## config.mk

```make
export PLATFORM = sky130hd
export DESIGN_NAME = bmv_res_queue
export DESIGN_NICKNAME = d
export VERILOG_FILES = /design/src/rtl/bmv_pkg.sv /design/src/rtl/bmv_res_queue.sv
export SDC_FILE = /design/constraint.sdc
export NUM_CORES = 1
export LEC_CHECK = 0
export BUFFER_PORTS_ARGS = -buffer_cell sky130_fd_sc_hd__buf_4
export CAP_MARGIN = 0
export CORE_ASPECT_RATIO = 1.4
export CORE_MARGIN = 10
export CORE_UTILIZATION = 39
export DETAILED_ROUTE_END_ITERATION = 10
export PLACE_DENSITY = 0.66
export SKIP_LAST_GASP = 1
export SYNTH_ARGS = -nofsm -noshare
export SYNTH_HDL_FRONTEND = slang
export SYNTH_SLANG_ARGS = --single-unit
```

## constraint.sdc

```tcl
create_clock -name clk -period 1.7 [get_ports clk]
set_input_delay 0.17 -clock clk [delete_from_list [all_inputs] [get_ports clk]]
set_output_delay 0.17 -clock clk [all_outputs]
set_load 0.05 [all_outputs]
```

## src/rtl/bmv_pkg.sv

```systemverilog
// Shared types, constants and fixed-point helpers for the blocked
// matrix-vector multiply-add unit. Used by every module in rtl/.
package bmv_pkg;

  localparam int LANES       = 8;
  localparam int MAX_BLOCKS  = 64;
  localparam int IN_FIELDS   = 8;
  localparam int ELEM_W      = 32;
  localparam int BLK_W       = 6;
  localparam int ADDR_W      = (MAX_BLOCKS > 1) ? $clog2(MAX_BLOCKS) : 1;
  localparam int FRAC        = 16;
  localparam int PROD_W      = 2 * ELEM_W;
  localparam int TP_W        = PROD_W - FRAC;
  localparam int PAIRS       = (LANES + 1) / 2;
  localparam int PAIR_W      = TP_W + 1;
  localparam int SUM_W       = TP_W + $clog2(LANES);
  localparam int ACC_W       = 64;
  localparam int CFG_IDX_W   = 1;
  localparam int QUEUE_DEPTH = 2;
  localparam int QPTR_W      = $clog2(QUEUE_DEPTH);
  localparam int QCNT_W      = $clog2(QUEUE_DEPTH + 1);

  localparam logic signed [ELEM_W-1:0] SCALE_RESET = ELEM_W'(65536);

  typedef logic signed [ELEM_W-1:0] elem_t;

  typedef enum logic {
    OP_LOAD  = 1'b0,
    OP_SLICE = 1'b1
  } op_t;

  typedef enum logic [CFG_IDX_W-1:0] {
    REG_ALPHA = 1'b0,
    REG_BETA  = 1'b1
  } reg_idx_t;

  typedef struct packed {
    op_t                     op;
    logic [BLK_W-1:0]        blk;
    logic                    in_range;
    logic [LANES-1:0][ELEM_W-1:0] elems;
    logic [ELEM_W-1:0]       self_value;
    logic                    last;
  } item_t;

  // Scales a Q32.32 product down to Q32.16, rounding toward zero.
  function automatic logic signed [TP_W-1:0] trunc_frac(input logic signed [PROD_W-1:0] p);
    logic [PROD_W-1:0] biased;
    begin
      biased = p + (p[PROD_W-1] ? PROD_W'((1 << FRAC) - 1) : '0);
      return biased[PROD_W-1:FRAC];
    end
  endfunction

  function automatic logic [ADDR_W-1:0] blk_addr(input logic [BLK_W-1:0] b);
    logic [BLK_W+ADDR_W-1:0] wide;
    begin
      wide = {{ADDR_W{1'b0}}, b};
      return wide[ADDR_W-1:0];
    end
  endfunction

  function automatic logic blk_in_range(input logic [BLK_W-1:0] b);
    logic [BLK_W+ADDR_W-1:0] wide;
    begin
      wide = {{ADDR_W{1'b0}}, b};
      return wide < (BLK_W + ADDR_W)'(MAX_BLOCKS);
    end
  endfunction

endpackage

```

## src/rtl/bmv_res_queue.sv

```systemverilog
// Result queue: holds finished row results until the consumer pops them.
// Depends on bmv_pkg.
module bmv_res_queue import bmv_pkg::*; (
  input  logic              clk,
  input  logic              rst,
  input  logic              res_push,
  input  logic [ELEM_W-1:0] res_data,
  output logic              res_full,
  output logic              empty,
  input  logic              pop,
  output logic [ELEM_W-1:0] head
);

  logic [ELEM_W-1:0] q [QUEUE_DEPTH];
  logic [QPTR_W-1:0] wr_ptr;
  logic [QPTR_W-1:0] rd_ptr;
  logic [QCNT_W-1:0] count;
  logic              do_push;
  logic              do_pop;

  assign res_full = (count == QCNT_W'(QUEUE_DEPTH));
  assign empty    = (count == '0);
  assign head     = q[rd_ptr];
  assign do_push  = res_push & ~res_full;
  assign do_pop   = pop & ~empty;

  always_ff @(posedge clk) begin
    if (do_push) begin
      q[wr_ptr] <= res_data;
    end
  end

  always_ff @(posedge clk) begin
    if (rst) begin
      wr_ptr <= '0;
      rd_ptr <= '0;
      count  <= '0;
    end else begin
      if (do_push) begin
        wr_ptr <= wr_ptr + 1'b1;
      end
      if (do_pop) begin
        rd_ptr <= rd_ptr + 1'b1;
      end
      case ({do_push, do_pop})
        2'b10:   count <= count + 1'b1;
        2'b01:   count <= count - 1'b1;
        default: count <= count;
      endcase
    end
  end

endmodule

```

==> results of run 1 <==
flip-flops by register name (all words and copies together), names as in the netlist, named ones only:
signal	count
q	64
rd_ptr	1
count	2
wr_ptr	1
repair_timing:
item                                   4_1_cts  5_1_grt
hold buffers                                12        7
setup endpoints to repair                    0       20
gates resized for setup                      0        1
endpoints found under the hold margin       21       11
cells in the mapped netlist (2+ instances only):
| cell | number | area share (%) |
|---|---|---|
| edfxtp_1 | 64 | 76 |
| mux2_1 | 17 | 7.6 |
| mux2_2 | 15 | 6.7 |
| dfxtp_1 | 5 | 4.0 |
| nor2_1 | 4 | 0.59 |
| buf_2 | 3 | 0.59 |
| a21oi_1 | 2 | 0.40 |
| inv_1 | 2 | 0.30 |
| o21ai_0 | 2 | 0.40 |
| or3_1 | 2 | 0.50 |
| xnor2_1 | 2 | 0.69 |
where the power goes:
group          total [W]  internal, W  switching, W
sequential       0.00225      0.00215     0.0000962
combinational    0.00251     0.000893       0.00162
clock            0.00113     0.000530      0.000604
total            0.00589      0.00358       0.00232
cell families after synthesis:
kind of cell,after synthesis
flops,69
mux,32
simple gates,9
buf+inv,7
compound gates,5
xor+xnor,3
fa+ha+maj,1
final cells by class:
type / count / area [µm²]
Clock inverter: 7 / 48.80
Multi-Input combinational cell: 50 / 484.2
Timing Repair Buffer: 94 / 795.8
Inverter: 3 / 17.52
Fill cell: 502 / 2669
Tap cell: 72 / 90.09
Clock buffer: 9 / 123.9
Sequential cell: 69 / 2024
stage by stage:
stage | instance area [µm²] | instances | util (%)
final | 3585 | 304 | 57.32
after CTS | 3488 | 296 | 55.78
after detailed placement | 3196 | 268 | 51.10
after global routing | 3585 | 304 | 57.32
after floorplan | 2544 | 126 | -
after global placement | 3196 | 268 | 51.10
worst max-delay path, cell delays in order (launching register included):
cell,delay (ps)
dfxtp_2,380
clkbuf_16,200
mux2_2,340
buf_4,190
metal layers:
| metal | up-vias | wire [µm] |
|---|---|---|
| li1 | 684 | - |
| met1 | 695 | 2079 |
| met2 | 48 | 2729 |
| met3 | 2 | 485 |
| met4 | 0 | 23 |
| met5 | - | 0 |
how the worst max path moves through the flow:
| stage | end | slack [ps] | cells after the start |
|---|---|---|---|
| floorplan | q[0][0] | 60 | 4 |
| global placement | q[0][22] | 210 | 5 |
| detailed placement | q[0][18] | 180 | 5 |
| CTS | head[28] | 4 | 3 |
| global route | head[12] | 4 | 3 |
| finish | head[21] | 70 | 3 |
==> results.sh, run 1 <==
export IMPL_status="finished clean"
export IMPL_area_growth_pct=41.97
export IMPL_layout_commonest_cell="buf_4"
export IMPL_grt_start_max_net_pins=33
export IMPL_drt_iter0_drc=108
export IMPL_grt_met1_usage_pct=10.22
export IMPL_fin_nets=264
export IMPL_arrival_ps=1460
export IMPL_use_met3_pct=6.157
export IMPL_cts_root_buf="clkbuf_8"
export IMPL_power_density_mw_per_mm2=1643
export IMPL_holdPathStages=1
export IMPL_drv_cap=0
export IMPL_hp_start="res_data[9]"
export IMPL_yosys_cell_types_count=19
export IMPL_num_antenna_cells=0
export IMPL_numClockSinks=69
export IMPL_synth_compound_area_share_pct=1.090
export IMPL_slew_violations=0
export IMPL_worst_setup_path_type="flip-flop to output port"
export IMPL_clock_skew_ps=6.859
export IMPL_grt_ovfl_total=0
export IMPL_ios=70
export IMPL_yosysWarnings=0
export IMPL_initial_core_util_pct=40.38
export IMPL_clock_latency_ps=330
export IMPL_synth_fa_ha_area_share_pct=0.4955
export IMPL_async_flop_share_pct=0
export IMPL_place_hpwl_mm=3.489
export IMPL_die_h_um=115.2
export IMPL_postCtsSetupBuffers=0
export IMPL_ant_nets=0
export IMPL_finalSetupTns_ps=0
export IMPL_synth_edf_count=64
export IMPL_ys_ff_latch=69
export IMPL_tightestPinTransition_ps=269.2
export IMPL_total_power_w=0.005891
export IMPL_grt_setup_unrepaired="no"
export IMPL_synth_top_family_by_area="multiplexers"
export IMPL_core_area_mm2=0.006254
export IMPL_critPathLaunchType="flip-flop"
export IMPL_ir_drop_mv=0.9928
export IMPL_cts_buffers=9
export IMPL_routed_via_density=4.701
export IMPL_finalCriticalPeriod_ps=1633
export IMPL_cp_data_required_time_ps=1530
export IMPL_routed_via_count=1429
export IMPL_dieWidth_um=88
export IMPL_cp_max_fo=16
export IMPL_netlist_instances=126
export IMPL_place_ws_ps=175.9
export IMPL_r2r_end="q[0][23]"
export IMPL_hold_slack_ps=20.81
export IMPL_max_freq_ghz=0.6124
export IMPL_grt_pass1_wl_mm=7.893
export IMPL_dieArea_mm2=0.01014
export IMPL_antenna_found_initial=0
export IMPL_synth_xor_area_share_pct=1.041
export IMPL_grt_busiest_layer="met2"
export IMPL_layout_drive_gt1_share_pct=48.28
export IMPL_h_tree_depth=3
export IMPL_min_period_over_period_pct=96.05
export IMPL_drt_pass1_iterations=4
export IMPL_yosysSeqAreaShare_pct=80.08
export IMPL_rr_worst_depth=5
export IMPL_syn_cell_area_mm2=0.002525
export IMPL_routedWlPerCell_um=17.49
export IMPL_grt_pass1_vias=1549
export IMPL_grt_use_total_pct=10.27
export IMPL_setup_violations_final=0
export IMPL_cellLeakagePower_nw=1.357
export IMPL_cts_tree="done"
export IMPL_synth_fp_nets=163
export IMPL_end_kind="output port"
export IMPL_min_to="q[1][9]"
export IMPL_final_cell_mix="buf_4 (72), edfxtp_1 (64), dlygate4sd3_1 (19)"
export IMPL_r2r_slack_ps=180
export IMPL_ys_flop_type="edfxtp_1"
export IMPL_totalWireLength_mm=5.316
export IMPL_setup_ws_ps=67.11
export IMPL_globalplace_congestion=0.6790
export IMPL_syn_avg_cell_area_um2=20.04
export IMPL_max_slew_margin_rel_pct=82.06
export IMPL_drc=0
export IMPL_rows=34
export IMPL_clockBufferDepth=2
export IMPL_cts_clk_slew_worst_paths_ps=70
export IMPL_port_buffers=69
export IMPL_hp_class="primary input to flip-flop"
export IMPL_yosys_area_share_simple_pct=1.833
export IMPL_met2_usage_pct=17.07
export IMPL_hold_viol_final=0
export IMPL_r2r_start="count[0]"
export IMPL_synthMuxAreaShare_pct=14.27
Power figures use the tool's default switching activity.
==> run 2: changes to the inputs <==
==> constraint.sdc (replaced) <==
create_clock -name clk -period 1.5 [get_ports clk]
set_input_delay 0.15 -clock clk [delete_from_list [all_inputs] [get_ports clk]]
set_output_delay 0.15 -clock clk [all_outputs]
set_load 0.05 [all_outputs]
==> results.sh, run 2 (same netlist as run 1, synthesis figures left out) <==
export IMPL_slowest_stage="dfxtp_4"
export IMPL_dieArea_mm2=0.01014
export IMPL_totalWireLength_mm=6.190
export IMPL_routedWlPerCell_um=18.99
export IMPL_grt_pass1_vias=1741
export IMPL_grt_setup_unrepaired="yes"
export IMPL_seqCellArea_mm2=0.002031
export IMPL_critPathLaunchType="flip-flop"
export IMPL_dieWidth_um=88
export IMPL_dpl_cell_count=269
export IMPL_slew_violations=0
export IMPL_min_period_over_period_pct=106.2
export IMPL_tightestPinTransition_ps=224.3
export IMPL_top_regs="q (64), count (2)"
export IMPL_arrival_ps=1440
export IMPL_place_hpwl_mm=3.534
export IMPL_clock_skew_ps=6.837
export IMPL_routed_via_count=1556
export IMPL_initial_core_util_pct=40.38
export IMPL_grt_pass1_wl_mm=8.576
export IMPL_grt_start_max_net_pins=28
export IMPL_max_slew_margin_rel_pct=84.89
export IMPL_drt_pass1_iterations=3
export IMPL_cts_root_buf="clkbuf_8"
export IMPL_cts_clk_slew_worst_paths_ps=70
export IMPL_drc=0
export IMPL_fin_nets=286
export IMPL_globalplace_congestion=0.6484
export IMPL_antenna_found_initial=0
export IMPL_status="finished with violations"
export IMPL_ios=70
export IMPL_drt_iter0_drc=76
export IMPL_crit_chain="clkbuf_16 > mux2_4 > buf_8"
export IMPL_cellLeakagePower_nw=1.650
export IMPL_hold_viol_final=0
export IMPL_place_ws_ps=-9.248
export IMPL_max_stage_delay_ps=440
export IMPL_core_area_mm2=0.006254
export IMPL_clock_latency_ps=340
export IMPL_end_kind="output port"
export IMPL_h_tree_depth=3
export IMPL_top_register="q"
export IMPL_area_growth_pct=67.00
export IMPL_setup_violations_final=54
export IMPL_grt_ovfl_total=0
export IMPL_finalSetupTns_ps=-2462
export IMPL_hold_slack_ps=252.7
export IMPL_layout_commonest_cell="edfxtp_1"
export IMPL_grt_use_total_pct=11.26
export IMPL_die_h_um=115.2
export IMPL_setup_ws_ps=-93.75
export IMPL_max_freq_ghz=0.6275
export IMPL_ir_drop_mv=1.595
export IMPL_layout_drive_gt1_share_pct=55.51
export IMPL_multi_input_area_um2=609.3
export IMPL_cp_max_fo=7
export IMPL_power_density_mw_per_mm2=1873
export IMPL_cts_buffers=9
export IMPL_drv_cap=0
export IMPL_worst_setup_path_type="flip-flop to output port"
export IMPL_hp_class="primary input to flip-flop"
export IMPL_numClockSinks=69
export IMPL_largest_register_ffs=64
export IMPL_rows=34
export IMPL_fill_cells=419
export IMPL_routed_via_density=4.773
export IMPL_finalCriticalPeriod_ps=1594
export IMPL_layoutNonFillerInstCount=326
export IMPL_cts_tree="done"
export IMPL_port_buffers=69
export IMPL_final_cell_mix="edfxtp_1 (64), buf_4 (41), dlygate4sd3_1 (33)"
export IMPL_clockBufferDepth=2
export IMPL_violations="negative setup slack"
export IMPL_num_antenna_cells=0
export IMPL_cp_data_required_time_ps=1350
export IMPL_ant_nets=0
run 2: changes by cell type in the layout (fill, tap and decap cells not counted), moves of 3 or more:
cell,previous run,this run
buf_4,72,41
buf_6,0,16
buf_8,0,18
clkbuf_16,1,4
dlygate4sd3_1,19,33
mux2_1,17,1
mux2_2,15,4
mux2_4,0,27
run 2: final timing paths:
path,from,endpoint,slack [ps],cells after the start
max reg2reg,count[0],q[0][20],-30,5
max,flip-flop,head[0],-90,3
min,res_push,wr_ptr,250,4
min reg2reg,wr_ptr,wr_ptr,520,2
run 2: report_power, final:
part / switching (W) / leakage (nW) / total, W / internal (W)
logic: 0.00206 / 0.920 / 0.00387 / 0.00181
clock network: 0.000671 / 0.0887 / 0.00143 / 0.000754
registers: 0.000146 / 0.642 / 0.00260 / 0.00245
total: 0.00288 / 1.65 / 0.00790 / 0.00502
run 2: routing by layer:
metal / part of all wire [%] / wire (µm) / vias to the layer above / GRT usage [%]
met1: 34 / 2092 / 773 / 10.01
met5: 0 / 0 / - / 0
met4: 0.97 / 60 / 0 / 5.224
met2: 59 / 3673 / 45 / 20.96
met3: 5.9 / 365 / 6 / 4.742
li1: - / - / 732 / -
run 2: layout make-up:
cell class                      count  share of cell area (%)
Sequential cell                    69                   48.16
Clock buffer                        9                   2.938
Clock inverter                      7                   1.573
Multi-Input combinational cell     50                   14.45
Timing Repair Buffer              116                   30.27
Tap cell                           72                   2.137
Inverter                            3                  0.4748
run 2: worst max-delay path: cells and delay by family, from the launching register on:
kind,cells,cell delay (ps)
multiplexers,1,320
buffers and inverters,2,350
flip-flops,1,440
run 2: timing repair:
item,CTS,global route
hold buffers,32,1
buffers inserted,0,2
pin swaps,1,1
gates resized for setup,27,68
cloned,1,5
setup endpoints to repair,60,60
hold endpoints to repair,64,2
run 2: through the flow:
step / total power (W) / area, µm² / utilization, %
2_1_floorplan: 0.004497 / 2546 / -
3_3_place_gp: 0.005379 / 3218 / 51.46
3_5_place_dp: 0.005408 / 3218 / 51.46
4_1_cts: 0.007159 / 3839 / 61.38
5_1_grt: 0.008215 / 4217 / 67.43
6_report: 0.007896 / 4217 / 67.43
==> run 3: changes to the inputs <==
--- a/config.mk
+++ b/config.mk
@@ -11,7 +11,7 @@
 export CORE_MARGIN = 10
 export CORE_UTILIZATION = 39
 export DETAILED_ROUTE_END_ITERATION = 10
-export PLACE_DENSITY = 0.66
+export PLACE_DENSITY = 0.63
 export SKIP_LAST_GASP = 1
 export SYNTH_ARGS = -nofsm -noshare
 export SYNTH_HDL_FRONTEND = slang
==> constraint.sdc (replaced) <==
create_clock -name clk -period 2.01 [get_ports clk]
set_input_delay 0.201 -clock clk [delete_from_list [all_inputs] [get_ports clk]]
set_output_delay 0.201 -clock clk [all_outputs]
set_load 0.05 [all_outputs]
==> results.sh, run 3 (same netlist as run 1, synthesis figures left out) <==
export IMPL_postCtsSetupBuffers=0
export IMPL_drv_cap=0
export IMPL_initial_core_util_pct=40.38
export IMPL_arrival_ps=1510
export IMPL_max_freq_ghz=0.5839
export IMPL_die_h_um=115.2
export IMPL_setup_violations_final=0
export IMPL_globalplace_congestion=0.7468
export IMPL_layout_commonest_cell="buf_4"
export IMPL_grt_setup_unrepaired="no"
export IMPL_fill_cells=503
export IMPL_setup_ws_ps=297.5
export IMPL_core_area_mm2=0.006254
export IMPL_grt_ovfl_total=0
export IMPL_dieWidth_um=88
export IMPL_ios=70
export IMPL_seqPwrFrac_pct=38.1
export IMPL_cellLeakagePower_nw=1.266
export IMPL_finalCriticalPeriod_ps=1713
export IMPL_largest_register_ffs=64
export IMPL_clkPwrFrac_pct=21.1
export IMPL_cts_tree="done"
export IMPL_switchingPower_w=0.001913
export IMPL_clock_latency_ps=330
export IMPL_numClockSinks=69
export IMPL_hp_class="primary input to flip-flop"
export IMPL_routed_via_density=4.767
export IMPL_antenna_found_initial=0
export IMPL_hold_viol_final=0
export IMPL_drt_iter0_drc=55
export IMPL_totalWireLength_mm=5.149
export IMPL_p_int_w=0.003044
export IMPL_postCtsResizedCells=0
export IMPL_port_buffers=69
export IMPL_place_ws_ps=370.3
export IMPL_routedWlPerCell_um=18.19
export IMPL_layoutNonFillerInstCount=283
export IMPL_top_register="q"
export IMPL_rows=34
export IMPL_status="finished clean"
export IMPL_worst_setup_path_type="flip-flop to output port"
export IMPL_finalSetupTns_ps=0
export IMPL_h_tree_depth=3
export IMPL_cp_max_fo=19
export IMPL_hold_buffers=0
export IMPL_place_hpwl_mm=3.902
export IMPL_grt_use_total_pct=10.61
export IMPL_final_cell_mix="buf_4 (72), edfxtp_1 (64), mux2_1 (17)"
export IMPL_grt_pass1_wl_mm=7.976
export IMPL_dpl_cell_count=267
export IMPL_num_antenna_cells=0
export IMPL_layout_drive_gt1_share_pct=49.76
export IMPL_clock_skew_ps=9.449
export IMPL_power_density_mw_per_mm2=1479
export IMPL_clockBufferDepth=2
export IMPL_drt_pass1_iterations=4
export IMPL_area_growth_pct=32.71
export IMPL_dpl_cell_area_mm2=0.003161
export IMPL_ir_drop_mv=0.9900
export IMPL_critPathLaunchType="flip-flop"
export IMPL_cts_root_buf="clkbuf_8"
export IMPL_grt_pass1_vias=1628
export IMPL_max_slew_margin_rel_pct=71.81
export IMPL_routed_via_count=1349
export IMPL_end_kind="output port"
export IMPL_dieArea_mm2=0.01014
export IMPL_pwr_share_comb_pct=40.8
export IMPL_hold_slack_ps=51.77
export IMPL_slew_violations=0
export IMPL_switching_share_pct=38.59
export IMPL_tightestPinTransition_ps=422.9
export IMPL_top_regs="q (64), count (2)"
export IMPL_cp_data_required_time_ps=1810
export IMPL_ant_nets=0
export IMPL_fin_area_mm2=0.003351
export IMPL_drc=0
export IMPL_cts_clk_slew_worst_paths_ps=70
export IMPL_grt_start_max_net_pins=33
export IMPL_fin_nets=243
export IMPL_cts_buffers=9
export IMPL_min_period_over_period_pct=85.20
[run 3: cell types whose count changed in the layout (fill, tap and decap cells not counted), sizes merged]
cell,before,now
clkinvlp,4,3
clkbuf,13,9
buf,79,73
clkinv,3,4
dlygate4sd3,33,0
[run 3: final cells by class]
class	count	area (µm²)	share of cell area, %
inverters	3	15.01	0.4481
repair buffers	73	560.5	16.73
multi-input cells	50	473.0	14.12
well taps	72	90.09	2.689
flip-flops and latches	69	2022	60.34
clock inverters	7	66.31	1.979
clock buffers	9	123.9	3.697
[run 3: path summary, 6_finish.rpt]
kind / cells past startpoint / to / slack [ps] / startpoint
setup / recovery: 3 / head[24] / 300 / flip-flop
hold / removal: 1 / q[0][20] / 50 / res_data[20]
setup reg to reg: 5 / q[0][19] / 370 / count[0]
hold reg to reg: 2 / wr_ptr / 520 / wr_ptr
[run 3: power groups by stage]
stage,sequential (W),clock [W],combinational (W)
after global routing,0.00191,0.00115,0.00214
final,0.00189,0.00105,0.00202
after CTS,0.00189,0.00108,0.00206
after floorplan,0.00190,0,0.00143
after detailed placement,0.00192,0,0.00206
after global placement,0.00190,0,0.00201
[run 3: per-stage QoR]
stage               total power, W  util, %
floorplan                 0.003330        -
global placement          0.003913    50.54
detailed placement        0.003980    50.54
CTS                       0.005034    53.58
global route              0.005199    53.58
finish                    0.004957    53.58
[run 3: per-layer routing]
| layer | part of all wire (%) | routed length (µm) | vias up | track usage (%) |
|---|---|---|---|---|
| met5 | 0 | 0 | - | 0 |
| met4 | 2.0 | 101 | 0 | 5.970 |
| met3 | 6.7 | 345 | 10 | 4.246 |
| met2 | 61 | 3159 | 41 | 20.28 |
| met1 | 30 | 1543 | 654 | 8.665 |
| li1 | - | - | 644 | - |
[run 3: worst max-delay path, cell delays in order (launching register included)]
cell and delay [ps]:
dfxtp_1 330, buf_4 270, mux2_2 390, buf_4 190
